$ cat src/lts_pkg.sv
// Package for the listen trigger sequencer: transaction payload types,
// event, cause and icon codes, register map and register reset values.
// No dependencies.
package lts_pkg;

  localparam logic [1:0] KIND_TICK      = 2'd0;
  localparam logic [1:0] KIND_TOGGLE    = 2'd1;
  localparam logic [1:0] KIND_PROCESSED = 2'd2;
  localparam logic [1:0] KIND_LINK_FAIL = 2'd3;

  localparam logic [1:0] CAUSE_NONE     = 2'd0;
  localparam logic [1:0] CAUSE_BEAT     = 2'd1;
  localparam logic [1:0] CAUSE_FALLBACK = 2'd2;

  localparam logic [1:0] ICON_NONE     = 2'd0;
  localparam logic [1:0] ICON_ENABLED  = 2'd1;
  localparam logic [1:0] ICON_DISABLED = 2'd2;

  localparam int unsigned CFG_ADDR_BITS = 5;
  localparam int unsigned CFG_DATA_BITS = 32;

  localparam logic [2:0] REG_TOGGLE_DISPLAY = 3'd0;
  localparam logic [2:0] REG_MUSIC_STABLE   = 3'd1;
  localparam logic [2:0] REG_FALLBACK       = 3'd2;
  localparam logic [2:0] REG_RECENT_ONSET   = 3'd3;
  localparam logic [2:0] REG_MIN_BEAT_CONF  = 3'd4;
  localparam logic [2:0] REG_FAIL_COOLDOWN  = 3'd5;
  localparam logic [2:0] REG_OK_COOLDOWN    = 3'd6;
  localparam logic [2:0] REG_RECORD_DUR     = 3'd7;

  localparam logic [15:0] RST_TOGGLE_DISPLAY = 16'd780;
  localparam logic [15:0] RST_MUSIC_STABLE   = 16'd1500;
  localparam logic [15:0] RST_FALLBACK       = 16'd1200;
  localparam logic [15:0] RST_RECENT_ONSET   = 16'd180;
  localparam logic [7:0]  RST_MIN_BEAT_CONF  = 8'd18;
  localparam logic [31:0] RST_FAIL_COOLDOWN  = 32'd60000;
  localparam logic [31:0] RST_OK_COOLDOWN    = 32'd420000;
  localparam logic [15:0] RST_RECORD_DUR     = 16'd12000;

  typedef struct packed {
    logic [1:0]  kind;
    logic [31:0] now_ms;
    logic        playback_active;
    logic        mic_busy;
    logic        music_present;
    logic [15:0] beat_bpm;
    logic [7:0]  beat_confidence;
    logic [31:0] last_onset_ms;
    logic        record_start_ok;
    logic        processed_ok;
  } lts_in_t;

  typedef struct packed {
    logic       mode_enabled;
    logic       start_recording;
    logic [1:0] trigger_cause;
    logic       cancel_work;
    logic       cancel_microphone;
    logic       owns_recording;
    logic [1:0] icon_shown;
    logic       cooldown_active;
  } lts_out_t;

endpackage

$ cat src/listen_trigger_sequencer.sv
// Listen trigger sequencer: event register, single-pass mode logic and
// result register, plus the APB-style register file.
// Depends on lts_pkg.
// An input transaction passes the event register, then the result register;
// throughput: one transaction per cycle while out_ready does not stall the
// result register; the mode logic between the two registers evaluates one event in one pass.
// Synchronous active-low reset clears both valid flags, all mode state
// (deadlines and window marks to unset, icon none) and loads the register
// defaults; no warm-up sweep follows.
module listen_trigger_sequencer #(
  parameter int unsigned TIME_BITS = 32
) (
  input  logic                                 clk,
  input  logic                                 rst_n,
  input  logic                                 in_valid,
  output logic                                 in_ready,
  input  lts_pkg::lts_in_t                     in_data,
  output logic                                 out_valid,
  input  logic                                 out_ready,
  output lts_pkg::lts_out_t                    out_data,
  input  logic                                 cfg_psel,
  input  logic                                 cfg_penable,
  input  logic                                 cfg_pwrite,
  input  logic [lts_pkg::CFG_ADDR_BITS-1:0]    cfg_paddr,
  input  logic [lts_pkg::CFG_DATA_BITS-1:0]    cfg_pwdata,
  output logic [lts_pkg::CFG_DATA_BITS-1:0]    cfg_prdata,
  output logic                                 cfg_pready
);
  import lts_pkg::*;

  typedef logic [TIME_BITS-1:0] tm_t;

  function automatic tm_t tsub(input tm_t a, input tm_t b);
    tsub = a - b;
  endfunction

  function automatic logic not_reached(input tm_t now, input tm_t dl);
    tm_t d;
    d = tsub(now, dl);
    not_reached = d[TIME_BITS-1];
  endfunction

  // register file
  logic [15:0] toggle_display_r, music_stable_r, fallback_r, recent_onset_r;
  logic [7:0]  min_conf_r;
  logic [31:0] fail_cool_r, ok_cool_r;
  logic [15:0] record_dur_r;
  logic [2:0]  cfg_idx;
  logic        cfg_wr;

  assign cfg_pready = 1'b1;
  assign cfg_idx    = cfg_paddr[4:2];
  assign cfg_wr     = cfg_psel & cfg_penable & cfg_pwrite & cfg_pready;

  always_ff @(posedge clk) begin
    if (!rst_n) begin
      toggle_display_r <= RST_TOGGLE_DISPLAY;
      music_stable_r   <= RST_MUSIC_STABLE;
      fallback_r       <= RST_FALLBACK;
      recent_onset_r   <= RST_RECENT_ONSET;
      min_conf_r       <= RST_MIN_BEAT_CONF;
      fail_cool_r      <= RST_FAIL_COOLDOWN;
      ok_cool_r        <= RST_OK_COOLDOWN;
      record_dur_r     <= RST_RECORD_DUR;
    end else if (cfg_wr) begin
      unique case (cfg_idx)
        REG_TOGGLE_DISPLAY: toggle_display_r <= cfg_pwdata[15:0];
        REG_MUSIC_STABLE:   music_stable_r   <= cfg_pwdata[15:0];
        REG_FALLBACK:       fallback_r       <= cfg_pwdata[15:0];
        REG_RECENT_ONSET:   recent_onset_r   <= cfg_pwdata[15:0];
        REG_MIN_BEAT_CONF:  min_conf_r       <= cfg_pwdata[7:0];
        REG_FAIL_COOLDOWN:  fail_cool_r      <= cfg_pwdata;
        REG_OK_COOLDOWN:    ok_cool_r        <= cfg_pwdata;
        REG_RECORD_DUR:     record_dur_r     <= cfg_pwdata[15:0];
      endcase
    end
  end

  always_comb begin
    cfg_prdata = '0;
    unique case (cfg_idx)
      REG_TOGGLE_DISPLAY: cfg_prdata = {16'd0, toggle_display_r};
      REG_MUSIC_STABLE:   cfg_prdata = {16'd0, music_stable_r};
      REG_FALLBACK:       cfg_prdata = {16'd0, fallback_r};
      REG_RECENT_ONSET:   cfg_prdata = {16'd0, recent_onset_r};
      REG_MIN_BEAT_CONF:  cfg_prdata = {24'd0, min_conf_r};
      REG_FAIL_COOLDOWN:  cfg_prdata = fail_cool_r;
      REG_OK_COOLDOWN:    cfg_prdata = ok_cool_r;
      REG_RECORD_DUR:     cfg_prdata = {16'd0, record_dur_r};
    endcase
  end

  // event register and result register
  lts_in_t  ev_r;
  logic     ev_valid_r;
  lts_out_t res_r, res_nxt;
  logic     res_valid_r;
  logic     adv, in_acc;

  assign adv      = ev_valid_r & (~res_valid_r | out_ready);
  assign in_ready = ~ev_valid_r | adv;
  assign in_acc   = in_valid & in_ready;
  assign out_valid = res_valid_r;
  assign out_data  = res_r;

  // mode state
  logic       en_r, en_nxt, own_r, own_nxt;
  tm_t        ready_dl_r, ready_dl_nxt, cool_dl_r, cool_dl_nxt;
  tm_t        music_since_r, music_since_nxt, armed_since_r, armed_since_nxt;
  logic [1:0] icon_kind_r, icon_kind_nxt;
  tm_t        icon_dl_r, icon_dl_nxt;

  tm_t  now_t, onset_t, arm_eff, cool_dur;
  logic beat_ok, recent, fb_due, fire, icon_on;

  assign now_t    = TIME_BITS'(ev_r.now_ms);
  assign onset_t  = TIME_BITS'(ev_r.last_onset_ms);
  assign arm_eff  = (armed_since_r == '0) ? now_t : armed_since_r;
  assign beat_ok  = (ev_r.beat_bpm != 16'd0) && (ev_r.beat_confidence >= min_conf_r);
  assign recent   = (onset_t != '0) && (now_t >= onset_t) &&
                    ((now_t - onset_t) <= TIME_BITS'(recent_onset_r));
  assign fb_due   = tsub(now_t, arm_eff) >= TIME_BITS'(fallback_r);
  assign fire     = fb_due | (beat_ok & recent);
  assign cool_dur = (ev_r.kind == KIND_PROCESSED && ev_r.processed_ok) ?
                    TIME_BITS'(ok_cool_r) : TIME_BITS'(fail_cool_r);

  always_comb begin
    en_nxt          = en_r;
    own_nxt         = own_r;
    ready_dl_nxt    = ready_dl_r;
    cool_dl_nxt     = cool_dl_r;
    music_since_nxt = music_since_r;
    armed_since_nxt = armed_since_r;
    icon_kind_nxt   = icon_kind_r;
    icon_dl_nxt     = icon_dl_r;
    res_nxt         = '0;
    res_nxt.trigger_cause = CAUSE_NONE;

    unique case (ev_r.kind)
      KIND_TICK: begin
        if (en_r && !ev_r.playback_active && !own_r && !ev_r.mic_busy &&
            !(cool_dl_r != '0 && not_reached(now_t, cool_dl_r))) begin
          cool_dl_nxt = '0;
          if (!(ready_dl_r != '0 && not_reached(now_t, ready_dl_r))) begin
            ready_dl_nxt = '0;
            if (!ev_r.music_present) begin
              music_since_nxt = '0;
              armed_since_nxt = '0;
            end else if (music_since_r == '0) begin
              music_since_nxt = now_t;
            end else if (tsub(now_t, music_since_r) >= TIME_BITS'(music_stable_r)) begin
              armed_since_nxt = arm_eff;
              if (fire) begin
                res_nxt.trigger_cause = fb_due ? CAUSE_FALLBACK : CAUSE_BEAT;
                music_since_nxt = '0;
                armed_since_nxt = '0;
                if (!ev_r.record_start_ok) begin
                  cool_dl_nxt  = now_t + cool_dur;
                end else begin
                  own_nxt = 1'b1;
                  res_nxt.start_recording = 1'b1;
                end
              end
            end
          end
        end
      end
      KIND_TOGGLE: begin
        en_nxt          = ~en_r;
        cool_dl_nxt     = '0;
        music_since_nxt = '0;
        armed_since_nxt = '0;
        icon_dl_nxt     = now_t + TIME_BITS'(toggle_display_r);
        if (!en_r) begin
          icon_kind_nxt = ICON_ENABLED;
          ready_dl_nxt  = now_t + TIME_BITS'(toggle_display_r);
        end else begin
          icon_kind_nxt = ICON_DISABLED;
          ready_dl_nxt  = '0;
          own_nxt       = 1'b0;
          res_nxt.cancel_work       = 1'b1;
          res_nxt.cancel_microphone = 1'b1;
        end
      end
      KIND_PROCESSED: begin
        if (own_r) begin
          own_nxt         = 1'b0;
          cool_dl_nxt     = now_t + cool_dur;
          ready_dl_nxt    = '0;
          music_since_nxt = '0;
          armed_since_nxt = '0;
        end
      end
      KIND_LINK_FAIL: begin
        if (en_r) begin
          en_nxt          = 1'b0;
          own_nxt         = 1'b0;
          ready_dl_nxt    = '0;
          cool_dl_nxt     = '0;
          music_since_nxt = '0;
          armed_since_nxt = '0;
          res_nxt.cancel_work = 1'b1;
        end
      end
    endcase

    // drop the icon once its deadline passes
    icon_on = (icon_kind_nxt != ICON_NONE) && not_reached(now_t, icon_dl_nxt);
    if (!icon_on) begin
      icon_kind_nxt = ICON_NONE;
      icon_dl_nxt   = '0;
    end

    res_nxt.mode_enabled    = en_nxt;
    res_nxt.owns_recording  = own_nxt;
    res_nxt.icon_shown      = icon_kind_nxt;
    res_nxt.cooldown_active = (cool_dl_nxt != '0);
  end

  always_ff @(posedge clk) begin
    if (!rst_n) begin
      ev_valid_r    <= 1'b0;
      res_valid_r   <= 1'b0;
      en_r          <= 1'b0;
      own_r         <= 1'b0;
      ready_dl_r    <= '0;
      cool_dl_r     <= '0;
      music_since_r <= '0;
      armed_since_r <= '0;
      icon_kind_r   <= ICON_NONE;
      icon_dl_r     <= '0;
    end else begin
      if (in_acc) begin
        ev_valid_r <= 1'b1;
      end else if (adv) begin
        ev_valid_r <= 1'b0;
      end
      if (adv) begin
        res_valid_r   <= 1'b1;
        en_r          <= en_nxt;
        own_r         <= own_nxt;
        ready_dl_r    <= ready_dl_nxt;
        cool_dl_r     <= cool_dl_nxt;
        music_since_r <= music_since_nxt;
        armed_since_r <= armed_since_nxt;
        icon_kind_r   <= icon_kind_nxt;
        icon_dl_r     <= icon_dl_nxt;
      end else if (out_ready) begin
        res_valid_r <= 1'b0;
      end
    end
  end

  always_ff @(posedge clk) begin
    if (in_acc) begin
      ev_r <= in_data;
    end
    if (adv) begin
      res_r <= res_nxt;
    end
  end

  a_start_owns: assert property (@(posedge clk) disable iff (!rst_n)
    out_valid && out_data.start_recording |->
      out_data.owns_recording && !out_data.cooldown_active &&
      out_data.trigger_cause != CAUSE_NONE)
    else $error("start without ownership or cause");

  a_cancel_mic_disabled: assert property (@(posedge clk) disable iff (!rst_n)
    out_valid && out_data.cancel_microphone |->
      !out_data.mode_enabled && out_data.cancel_work && !out_data.owns_recording)
    else $error("microphone cancel while enabled");

  a_result_tracks_state: assert property (@(posedge clk) disable iff (!rst_n)
    out_valid |-> out_data.mode_enabled == en_r && out_data.owns_recording == own_r)
    else $error("result out of step with mode state");

  a_advance_loads_result: assert property (@(posedge clk) disable iff (!rst_n)
    adv |=> out_valid)
    else $error("advanced transaction lost");

endmodule

$ cat config.mk
export PLATFORM = sky130hd
export DESIGN_NAME = listen_trigger_sequencer
export DESIGN_NICKNAME = d
export VERILOG_FILES = /design/src/lts_pkg.sv /design/src/listen_trigger_sequencer.sv
export SDC_FILE = /design/constraint.sdc
export NUM_CORES = 1
export LEC_CHECK = 0
export ABC_AREA = 1
export BUFFER_PORTS_ARGS = -buffer_cell sky130_fd_sc_hd__buf_2
export CORE_ASPECT_RATIO = 0.7
export CORE_UTILIZATION = 50
export CTS_CLUSTER_SIZE = 8
export DETAILED_ROUTE_END_ITERATION = 16
export PLACE_DENSITY_LB_ADDON = 0.3
export SLEW_MARGIN = 20
export SYNTH_ARGS = -nofsm -noshare
export SYNTH_HDL_FRONTEND = slang
export SYNTH_SLANG_ARGS = --single-unit
$ cat constraint.sdc
create_clock -name clk -period 4.9 [get_ports clk]
set_clock_uncertainty 0.15 [all_clocks]
set_input_delay 0.98 -clock clk [delete_from_list [all_inputs] [get_ports clk]]
set_output_delay 0.98 -clock clk [all_outputs]
set_load 0.02 [all_outputs]
==> key figures <==
Worst setup path
  – Crit-path slowest cell: fa_2
  – Internal reg-to-reg setup slack: -420 ps
  – Terminus of the critical flop-to-flop path: out_data[0]
  – CP peak stage delay: 390 ps
  – Launch point of the worst reg-to-reg path: armed_since_r[3]
  – Crit path DAT: 5560 ps
  – R2R depth: 36
  – Worst setup SP type: flip-flop
  – Crit path required time: 5150 ps
  – Critical Path Fanout Max: 4
  – CP Capture Type: flip-flop
  – Critical Setup Path Class: flip-flop to flip-flop

STA
  – Min Clock Period, post-route: 5320 ps
  – RSZ-0062 raised after global routing: yes
  – Final slew viol count: 0
  – Final setup viols: 107
  – Max-slew headroom: 0.172
  – Final hold violation count: 0
  – Max Freq: 188 MHz
  – Worst Slack Setup Final: -419 ps
  – Period utilization: 1.09
  – Worst Tran Pin Value: 1240 ps
  – Setup TNS: -21310 ps

Global routing
  – Global-route wire length before repair: 188000 µm
  – Antenna violations before repair: 3
  – GRT Overall Usage: 0.366
  – Largest net degree at the start of global routing: 197
  – Grt ovf: 0
  – Vias in the first global route: approximately 32000

Run status
  – Status: finished with violations
  – Failing checks: setup timing

Detailed routing
  – Top Layer Used: met4
  – Vias post-DR: roughly 36000
  – Drt pass-1 iters: 6
  – WL final: 128000 µm
  – Met1 Routed Length: 55100 µm
  – DRC Markers: 0
  – Routed met3 length: 17000 µm
  – Remaining antenna violation count: 0
  – Met2 wire length: 50500 µm
  – Initial DRC Count: just over 4000
  – Vias per cell: 5.68
  – WL/cell: 20.0 µm

Power
  – Switching Fraction: 0.362
  – Power density cells: between 200 and 300 nW/µm²
  – Logic pwr share: 0.349
  – Peak supply drop: roughly 0.29 mV
  – Internal power: 7.55 mW
  – Pwr Total: 11.8 mW
  – Sequential power share: 0.323
  – Clk pwr share: 0.328
  – Pleak: 19.5 nW
  – P_sw: between 4 and 5 mW

Clock network
  – Number of clock sinks: 423
  – CTS Hold Bufs: 0
  – TritonCTS clock tree: done
  – Clk root buf: clkbuf_16
  – H-tree depth: 2
  – Clk pin slew, worst setup/hold paths: around 50 ps
  – Number of CTS-inserted buffers: between 50 and 60
  – CTS max path bufs: 3
  – Clk_lat worst skew: 670 ps

Worst hold path
  – WHS Path Cells: 2
  – Hold Crit Class: flip-flop to flip-flop
  – Hold Path End: record_dur_r[7]
  – Hold path startpoint: record_dur_r[7]

Placed design
  – PortBufs: 180
  – DP HPWL: 93900 µm
  – DP Area: roughly 37000 µm²
  – GPL Wtd Cong: roughly 1.0

Floorplanning
  – Core ar.: 63900 µm²
  – Die area: 66400 µm²
  – Die Y: 216 µm
  – Core Rows: 77
  – I/O pin count: 184
  – Width of the chip: 308 µm
  – Initial Util: 0.512

Logic synthesis
  – Post-synth top flop: dfxtp_1
  – Register area share after synthesis: 0.291
  – Asr flop ratio synth: 0
  – Mapped cell area: 32700 µm²
  – Warnings, synthesis: 0
  – #FFs+latches synth: about 420
  – EDFF count, synth: 105
  – Cell taking the most area after synthesis: dfxtp_1
  – Synth area leaders: dfxtp_1, nand2_1, ha_1
  – Main combinational cell family by area after synthesis: simple AND/OR/NAND/NOR gates
  – Post-synthesis mux area share: 0.00460
  – Synth Area in Adders: 0.113
  – Post-Synthesis Cells: 4955
  – Syn nets: 5386
  – Share of the synthesized area in the top cell type: 0.195
  – Count of cell types in the netlist: 64
  – Avg Inst Size Synth: 6.59 µm²
  – Post-synthesis simple-gate area fraction: 0.285
  – Post-synthesis xor/xnor area fraction: 0.0268
  – Compound-Gate Fraction of Synth Area: 0.173

Cells and area
  – Commonest non-fill, non-tap cells in the layout: nand2_1, inv_1, nor2_1
  – Share of layout cells above drive strength 1: 0.209
  – Final instance area: 41400 µm²
  – Layout area overhead: 26.7%
  – Fin nets: 5925
  – Fill count: 5644
  – Commonest non-fill, non-tap cell in the layout: nand2_1

Job
  – Max Cap Violations: 0
metal layers:
layer / vias up / GRT usage
met5: - / 0
met4: 0 / 0.136
met3: 258 / 0.0897
met2: 2078 / 0.509
met1: 16600 / 0.540
li1: 17400 / -
cells in the mapped netlist (22+ instances only):
library cell	number
o21ai_1	24
edfxtp_1	105
a21oi_1	461
nor3_1	51
clkbuf_1	122
nand2_1	1253
ha_1	287
nand4_1	63
nor2_1	483
xor2_1	79
inv_1	714
dfxtp_1	318
o211ai_1	38
nand2_2	22
o21ai_0	308
o22ai_1	25
nand3_1	272
nor4_1	30
kinds of logic (layout without fill, tap and decap cells):
group                    after synthesis  in the layout
other                                  1              6
XOR/XNOR                              99             99
buffers and inverters                890           1452
AO/OA/AOI/OAI                       1000           1000
multiplexers                          15             15
adder cells (fa/ha/maj)              292            292
AND/OR/NAND/NOR                     2235           2235
flip-flops                           423            423
critical path, delay by kind of cell, from the launching register on:
kind                       cells  cell delay [ps]
and+or+nand+nor               26             2780
adders and majority gates      3              780
buffers and inverters          4              580
DFF                            1              320
AOI/OAI and AO/OA              2              290
xor gates and xnor gates       1              160
repair_timing:
action | CTS | global route
resized for setup | 135 | 399
cloned | 10 | 4
pin swaps | 51 | 161
setup endpoints to repair | 138 | 138
buffers inserted | 20 | 41
power groups by stage:
stage / registers, mW / logic, mW / clock network, mW
2_1_floorplan: 3.87 / 2.15 / 0
3_3_place_gp: 3.88 / 3.42 / 0
3_5_place_dp: 3.88 / 3.47 / 0
4_1_cts: 3.82 / 3.62 / 3.88
5_1_grt: 3.83 / 4.47 / 4.04
6_report: 3.82 / 4.13 / 3.88
area by class of cell:
cell class	instances	area, µm²	area share
Antenna cell	5	12.5	0.000302
Clock buffer	79	1550	0.0375
Clock inverter	5	125	0.00302
Inverter	737	2800	0.0677
Multi-Input combinational cell	3642	21500	0.519
Sequential cell	423	9530	0.230
Tap cell	869	1090	0.0263
Timing Repair Buffer	628	4760	0.115
Timing Repair inverter	3	47.5	0.00115
through the flow:
step                      hold slack (ps)   util  setup slack, ps  cells
after floorplan                       279      -              106   4955
after global placement                290  0.579             -617   6236
after detailed placement              295  0.579             -713   6236
after CTS                             308  0.618             -434   6349
after global routing                  327  0.648             -644   6388
final                                 309  0.648             -419   6391
worst max path at each step:
stage	startpoint	end	slack, ps	cells after the start
after floorplan	armed_since_r[3]	out_data[0]	110	36
after global placement	armed_since_r[27]	out_data[0]	-620	35
after detailed placement	armed_since_r[27]	out_data[0]	-710	35
after CTS	armed_since_r[26]	out_data[0]	-430	35
after global routing	armed_since_r[3]	out_data[0]	-640	36
final	armed_since_r[3]	out_data[0]	-420	36
Note: power is estimated with default switching activity, not from simulation.
